<file path="src/flpw_pkg.sv">
// Package for the four-level page walker: item structs, result kind codes,
// configuration register indexes and fixed address-field constants. No dependencies.
`timescale 1ns / 1ps
`default_nettype none

package flpw_pkg;

	// Table index width and the virtual address layout
	localparam int unsigned INDEX_BITS = 9;
	localparam int unsigned VA_BITS    = 48;
	localparam int unsigned IDX_ALL    = 4 * INDEX_BITS;
	localparam int unsigned PAGE_SHIFT = 12;
	localparam int unsigned OUT_PAGE_BITS = 40;

	// Result kinds
	localparam logic [1:0] KIND_READ   = 2'd0;
	localparam logic [1:0] KIND_DONE   = 2'd1;
	localparam logic [1:0] KIND_UNEXP  = 2'd2;

	// Input functions
	localparam logic FUNC_TRANSLATE = 1'b0;
	localparam logic FUNC_ENTRY     = 1'b1;

	// Page level codes
	localparam logic [1:0] PLVL_4K = 2'd0;
	localparam logic [1:0] PLVL_2M = 2'd1;
	localparam logic [1:0] PLVL_1G = 2'd2;

	// Walk levels (awaited entry level minus one)
	localparam logic [1:0] WLVL_LAST = 2'd0;
	localparam logic [1:0] WLVL_2M   = 2'd1;
	localparam logic [1:0] WLVL_1G   = 2'd2;
	localparam logic [1:0] WLVL_ROOT = 2'd3;

	// Configuration register indexes
	localparam logic CFG_ROOT_BASE  = 1'b0;
	localparam logic CFG_WINDOW_OFF = 1'b1;

	// Entry bits
	localparam int unsigned ENT_PRESENT = 0;
	localparam int unsigned ENT_PSIZE   = 7;

	typedef struct packed {
		logic                 func;
		logic [VA_BITS-1:0]   virt_addr;
		logic [63:0]          entry_word;
	} cmd_item_t;

	typedef struct packed {
		logic [1:0]               kind;
		logic [63:0]              read_addr;
		logic                     found;
		logic [OUT_PAGE_BITS-1:0] page_base;
		logic [1:0]               page_level;
	} res_item_t;

endpackage

`default_nettype wire

</file>
<file path="src/four_level_page_walker_unit.sv">
// Top level of the four-level page walker: input register, walk decision and
// result register. Depends on flpw_pkg.
//
//  channel | direction | handshake          | payload
//  cmd     | in        | cmd_valid/cmd_stall | cmd_item (func, virt_addr, entry_word)
//  res     | out       | res_valid/res_stall | res_item (kind, read_addr, found, ...)
//  cfg     | in        | cfg_valid/cfg_ready | cfg_index, cfg_data
//
// One item per cycle sustained while res is not stalled; each item gives one result,
// which passes through the input register and then the result register (after one
// decision and one 64-bit three-input address add).
// Reset clears the walk state, the configuration registers and both valid flags.
// A stall on res holds the result register; the input register keeps taking an
// item while the result register is free or being emptied in the same cycle.
`timescale 1ns / 1ps
`default_nettype none

module four_level_page_walker_unit #(
	parameter int unsigned PHYS_BITS = 40
) (
	input  wire                  clk,
	input  wire                  arst_n,
	input  wire                  cmd_valid,
	output logic                 cmd_stall,
	input  flpw_pkg::cmd_item_t  cmd_item,
	output logic                 res_valid,
	input  wire                  res_stall,
	output flpw_pkg::res_item_t  res_item,
	input  wire                  cfg_valid,
	output logic                 cfg_ready,
	input  wire                  cfg_index,
	input  wire  [63:0]          cfg_data
);
	import flpw_pkg::*;

	localparam logic [63:0] PHYS_MASK   = (PHYS_BITS >= 64) ? '1 :
		((64'd1 << PHYS_BITS) - 64'd1);
	localparam logic [63:0] BASE4K_MASK = PHYS_MASK & ~64'h0000_0000_0000_0fff;
	localparam logic [63:0] BASE2M_MASK = PHYS_MASK & ~64'h0000_0000_001f_ffff;
	localparam logic [63:0] BASE1G_MASK = PHYS_MASK & ~64'h0000_0000_3fff_ffff;

	// Configuration and walk state
	logic [63:0]          root_base_q;
	logic [63:0]          window_off_q;
	logic [1:0]           walk_level_q;
	logic                 walk_busy_q;
	logic [IDX_ALL-1:0]   saved_idx_q;

	// Input register and result register
	logic                 valid_s1;
	cmd_item_t            item_s1;
	logic                 res_valid_q;
	res_item_t            res_q;

	logic                 advance;
	logic                 cmd_take;

	// Decision results
	res_item_t            res_d;
	logic [1:0]           level_d;
	logic                 busy_d;
	logic [IDX_ALL-1:0]   idx_d;
	logic [INDEX_BITS-1:0] next_idx;
	logic [1:0]           next_lvl;
	logic                 present;
	logic                 psize;

	// Handshake: result register empties or moves on, input register follows
	assign advance   = valid_s1 && (!res_valid_q || !res_stall);
	assign cmd_stall = valid_s1 && !advance;
	assign cmd_take  = cmd_valid && !cmd_stall;
	assign cfg_ready = 1'b1;
	assign res_valid = res_valid_q;
	assign res_item  = res_q;

	// Index of the table that the next read goes to
	assign next_lvl = walk_level_q - 2'd1;
	always_comb begin
		unique case (next_lvl)
			WLVL_LAST: next_idx = saved_idx_q[INDEX_BITS-1:0];
			WLVL_2M:   next_idx = saved_idx_q[2*INDEX_BITS-1:INDEX_BITS];
			WLVL_1G:   next_idx = saved_idx_q[3*INDEX_BITS-1:2*INDEX_BITS];
			default:   next_idx = saved_idx_q[4*INDEX_BITS-1:3*INDEX_BITS];
		endcase
	end

	assign present = item_s1.entry_word[ENT_PRESENT];
	assign psize   = item_s1.entry_word[ENT_PSIZE];

	// Walk decision for the item in the input register
	always_comb begin
		res_d   = '0;
		level_d = walk_level_q;
		busy_d  = walk_busy_q;
		idx_d   = saved_idx_q;
		if (item_s1.func == FUNC_TRANSLATE) begin
			idx_d          = item_s1.virt_addr[VA_BITS-1:PAGE_SHIFT];
			level_d        = WLVL_ROOT;
			busy_d         = 1'b1;
			res_d.kind     = KIND_READ;
			res_d.read_addr = root_base_q + {52'd0,
				item_s1.virt_addr[VA_BITS-1:VA_BITS-INDEX_BITS], 3'b000};
		end else if (!walk_busy_q) begin
			res_d.kind = KIND_UNEXP;
		end else begin
			priority if (!present) begin
				res_d.kind = KIND_DONE;
				busy_d     = 1'b0;
				level_d    = WLVL_LAST;
			end else if (walk_level_q == WLVL_LAST) begin
				res_d.kind      = KIND_DONE;
				res_d.found     = 1'b1;
				res_d.page_base = OUT_PAGE_BITS'(item_s1.entry_word & BASE4K_MASK);
				res_d.page_level = PLVL_4K;
				busy_d          = 1'b0;
				level_d         = WLVL_LAST;
			end else if (walk_level_q == WLVL_1G && psize) begin
				res_d.kind      = KIND_DONE;
				res_d.found     = 1'b1;
				res_d.page_base = OUT_PAGE_BITS'(item_s1.entry_word & BASE1G_MASK);
				res_d.page_level = PLVL_1G;
				busy_d          = 1'b0;
				level_d         = WLVL_LAST;
			end else if (walk_level_q == WLVL_2M && psize) begin
				res_d.kind      = KIND_DONE;
				res_d.found     = 1'b1;
				res_d.page_base = OUT_PAGE_BITS'(item_s1.entry_word & BASE2M_MASK);
				res_d.page_level = PLVL_2M;
				busy_d          = 1'b0;
				level_d         = WLVL_LAST;
			end else begin
				// pointer entry: descend one level
				level_d         = next_lvl;
				res_d.kind      = KIND_READ;
				res_d.read_addr = (item_s1.entry_word & BASE4K_MASK) + window_off_q +
					{52'd0, next_idx, 3'b000};
			end
		end
	end

	// Configuration registers
	always_ff @(posedge clk or negedge arst_n) begin
		if (!arst_n) begin
			root_base_q  <= '0;
			window_off_q <= '0;
		end else if (cfg_valid && cfg_ready) begin
			unique case (cfg_index)
				CFG_ROOT_BASE:  root_base_q  <= cfg_data;
				CFG_WINDOW_OFF: window_off_q <= cfg_data;
			endcase
		end
	end

	// Walk state, updated as an item moves into the result register
	always_ff @(posedge clk or negedge arst_n) begin
		if (!arst_n) begin
			walk_level_q <= WLVL_LAST;
			walk_busy_q  <= 1'b0;
			saved_idx_q  <= '0;
		end else if (advance) begin
			walk_level_q <= level_d;
			walk_busy_q  <= busy_d;
			saved_idx_q  <= idx_d;
		end
	end

	// Input register
	always_ff @(posedge clk or negedge arst_n) begin
		if (!arst_n) begin
			valid_s1 <= 1'b0;
		end else if (cmd_take) begin
			valid_s1 <= 1'b1;
		end else if (advance) begin
			valid_s1 <= 1'b0;
		end
	end

	always_ff @(posedge clk) begin
		if (cmd_take) begin
			item_s1 <= cmd_item;
		end
	end

	// Result register
	always_ff @(posedge clk or negedge arst_n) begin
		if (!arst_n) begin
			res_valid_q <= 1'b0;
		end else if (advance) begin
			res_valid_q <= 1'b1;
		end else if (!res_stall) begin
			res_valid_q <= 1'b0;
		end
	end

	always_ff @(posedge clk) begin
		if (advance) begin
			res_q <= res_d;
		end
	end

	// Checks
	a_idle_level: assert property (@(posedge clk) disable iff (!arst_n)
		!walk_busy_q |-> walk_level_q == WLVL_LAST)
		else $error("idle walker with nonzero level");

	a_no_found_zero: assert property (@(posedge clk) disable iff (!arst_n)
		res_valid_q && !res_q.found |-> res_q.page_base == '0 && res_q.page_level == PLVL_4K)
		else $error("page fields set without a mapping");

	a_found_done: assert property (@(posedge clk) disable iff (!arst_n)
		res_valid_q && res_q.kind != KIND_DONE |-> !res_q.found)
		else $error("found set on a result that is not a finished walk");

	a_stall_full: assert property (@(posedge clk) disable iff (!arst_n)
		cmd_stall |-> valid_s1 && res_valid_q)
		else $error("input stalled with room free");

endmodule

`default_nettype wire
</file>
<file path="config.mk">
export PLATFORM = sky130hd
export DESIGN_NAME = four_level_page_walker_unit
export DESIGN_NICKNAME = d
export VERILOG_FILES = /design/src/flpw_pkg.sv /design/src/four_level_page_walker_unit.sv
export SDC_FILE = /design/constraint.sdc
export NUM_CORES = 1
export LEC_CHECK = 0
export ABC_AREA = 1
export BUFFER_PORTS_ARGS = -buffer_cell sky130_fd_sc_hd__clkbuf_2
export CAP_MARGIN = 20
export CELL_PAD_IN_SITES_DETAIL_PLACEMENT = 2
export CELL_PAD_IN_SITES_GLOBAL_PLACEMENT = 2
export CORE_AREA = 2 2 233 235
export DETAILED_ROUTE_END_ITERATION = 10
export DIE_AREA = 0 0 235 237
export PLACE_DENSITY_LB_ADDON = 0.25
export SYNTH_ARGS = -nofsm -noshare
export SYNTH_HDL_FRONTEND = slang
export SYNTH_SLANG_ARGS = --single-unit
export TNS_END_PERCENT = 10
</file>
<file path="constraint.sdc">
create_clock -name clk -period 11.4 [get_ports clk]
set_input_delay 3.42 -clock clk [delete_from_list [all_inputs] [get_ports clk]]
set_output_delay 3.42 -clock clk [all_outputs]
set_load 0.005 [all_outputs]
</file>
==> impl_metrics.csv <==
group,metric,value,unit
placement,dpl_cell_area,20900,um^2
job,max_cap_viol_count,0,
sta,fin_skew,0.0218,ns
worst_hold_path,hold_path_end,"saved_idx_q[15]",
placement,gp_congestion,0.900,
final_layout,finalNetCount,2881,
sta,setup_viol,0,
sta,hold_viol,0,
grt,grt_pass1_wl,125000,um
floorplanning,ios,295,
yosys,synth_top_area_share,25.9,%
pwr,p_per_area,182,nW/um^2
cts,ctsResizeCount,0,
grt,grt_pass1_vias,19800,
sta,tightest_slew,1.11,ns
worst_setup_path,reg2regPathDepth,18,
yosys,ys_async_sr_fraction,50.8,%
floorplanning,core,53300,um^2
grt,grt_usage,29.9,%
grt,antenna_found_initial,0,
final_layout,regArea,9150,um^2
sta,fin_crit,7.30,ns
cts,clockBufferDepth,3,
worst_setup_path,crit_path_start_kind,"input port",
route,drtIter0Drc,964,
yosys,yosysSeqAreaShare,48.1,%
sta,period_share,64.0,%
worst_setup_path,crit_type,"input port to output pin",
worst_setup_path,r2r_end,"res_item[102]",
pwr,peakVddDrop,160,uV
cts,cts_hold_buf,0,
yosys,netlist.top_cell.by_area,"edfxtp_1",
yosys,synth_area,19000,um^2
yosys,synth.distinct_cells,53,
floorplanning,initial_core_util,35.7,%
worst_setup_path,r2r-start,"walk_level_q[1]",
floorplanning,placementRows,85,
grt,grt_overflow,0,
grt,grt_max_degree,69,
worst_setup_path,rrSetupSlack,6.80,ns
pwr,power.leakage,10.9,nW
worst_hold_path,min-delay-path-class,"flip-flop to flip-flop",
route,vias,17700,
cts,cts-buffers-inserted,38,
placement,hpwl,65500,um
route,ant_nets,0,
route,post_drt_wl_per_cell,24.7,um
worst_setup_path,path_max_fanout,3,
route,viasPerCell,5.25,
final_layout,final_cell_area,22200,um^2
placement,portBuffers,235,
cts,insertion_delay,0.59,ns
yosys,synthCells,2414,
cts,cts_tree,"built",
route,drt-total-wl,83300,um
worst_setup_path,cp.arrival,3.88,ns
floorplanning,die_h,237,um
yosys,synth_most_common_cell,"nand2_1",
sta,final_max_slew_viol_count,0,
worst_hold_path,holdPathStages,1,
sta,rsz0062_at_grt,"false",
route,drc,0,
worst_setup_path,critPathCaptureType,"output pin",
cts,path_clk_slew,0.06,ns
sta,fmax,137,MHz
sta,fin_tns_setup,0,ns
yosys,synth_area_leaders,"edfxtp_1 (26%), dfrtp_1 (22%), nand2_1 (16%), inv_1 (6.8%), o21ai_0 (4.9%)",
worst_hold_path,hp-start,"item_s1[91]",
final_layout,nFillCells,6134,
yosys,ys_warn_count,0,
yosys,synthTopCellsByCount,"nand2_1 (800), inv_1 (346), nor2_1 (193)",
cts,cts-root-buf,"clkbuf_16",
yosys,ys_ff_latch,333,
run_status,status,"finished, final reports clean",
floorplanning,die_w,235,um
route,drt_first_pass_iters,7,
cts,cts_sinks,333,
final_layout,drive_gt1_share,14.3,%
pwr,finalPower,4.05,mW
yosys,ys.flop_type,"dfrtp_1",
worst_setup_path,crit_required,7.98,ns
final_layout,area_delta_synth_final,16.8,%
sta,slew_headroom,26.2,%
cts,h-tree-depth,2,
cts,post-cts-setup-buffer-count,0,
floorplanning,die_area,55700,um^2
yosys,synth_edf_count,164,
final_layout,multi_input_area,8300,um^2
yosys,syn_avg_cell_area,7.88,um^2
-- cells in the final DEF (no fill, tap or decap), types with 6 or more instances in the layout --
cell type  Yosys  final
nand2_1      800    798
inv_1        346    344
clkbuf_2       0    234
nor2_1       193    193
o21ai_0      186    186
dfrtp_1      169    169
edfxtp_1     164    164
nand3_1      133    133
a21oi_1       56     56
ha_1          48     48
clkbuf_16      0     38
mux2_2        35     35
nor3_1        28     28
xor2_1        25     25
nand4_1       23     23
nand3b_1      18     18
xnor2_1       18     18
o21bai_1      16     16
conb_1         2     13
buf_4         14     12
clkbuf_1      36     10
a221oi_1       8      8
nor4_1         8      8
clkbuf_8       0      8
clkinv_1       2      7
nand2_2        7      7
or2_2          7      7
o21ai_1        6      6
-- layout make-up --
type | count | area share, %
Clock buffer | 55 | 4.88
Clock inverter | 15 | 0.940
Antenna cell | 1 | 0.0113
Inverter | 350 | 5.91
Multi-Input combinational cell | 1677 | 37.3
Sequential cell | 333 | 41.2
Timing Repair Buffer | 248 | 5.79
Tap cell | 696 | 3.92
-- how the worst max path moves through the flow --
stage | end | startpoint | depth (start not counted)
CTS | cmd_stall | res_stall | 4
global route | cmd_stall | res_stall | 4
detailed placement | cmd_stall | res_stall | 4
global placement | cmd_stall | res_stall | 4
floorplan | saved_idx_q[17] | res_stall | 7
finish | cmd_stall | res_stall | 4
-- stage by stage --
| stage | utilization (%) | setup WS (ns) | cells | hold slack, ns |
|---|---|---|---|---|
| 3_5_place_dp | 39.2 | 4.10 | 3303 | 0.473 |
| 6_report | 41.7 | 4.10 | 3375 | 0.481 |
| 3_3_place_gp | 39.2 | 4.13 | 3303 | 0.461 |
| 4_1_cts | 41.7 | 4.09 | 3373 | 0.483 |
| 5_1_grt | 41.7 | 4.06 | 3374 | 0.499 |
| 2_1_floorplan | - | 4.25 | 2425 | 0.448 |
-- worst max-delay path, stage by stage --
cell and delay, ns:
clkbuf_2 0.09, nand2_1 0.09, nor2_1 0.15, clkbuf_2 0.13
-- metal layers --
layer / vias to the layer above / track usage (%) / share of wire [%]
li1: 8187 / - / -
met3: 94 / 2.77 / 3.4
met2: 388 / 54.0 / 51
met1: 9061 / 37.9 / 43
met5: - / 0 / 0
met4: 0 / 8.53 / 2.7
-- flip-flops by register name, indices dropped and copies added (netlist names) --
name / cells
item_s1: 67
res_item: 97
res_valid: 1
root_base_q: 64
saved_idx_q: 36
valid_s1: 1
walk_busy_q: 1
walk_level_q: 2
window_off_q: 64
-- power breakdown --
group          leakage, nW  switching (mW)  internal, mW  total [mW]
Sequential            3.66           0.160          1.46        1.62
Clock                0.629           0.541         0.740        1.28
Combinational         6.57           0.803         0.348        1.15
Total                 10.9            1.51          2.54        4.05
-- kinds of logic after synthesis --
group	after synthesis	share of synthesized area, %
flip-flops	333	48.1
AND/OR/NAND/NOR	1243	27.4
adder cells (fa/ha/maj)	50	3.37
AO/OA/AOI/OAI	293	8.47
buffers and inverters	415	8.56
multiplexers	35	2.07
other	2	0.0395
XOR/XNOR	43	1.98
Note: power is estimated with default switching activity, not from simulation.
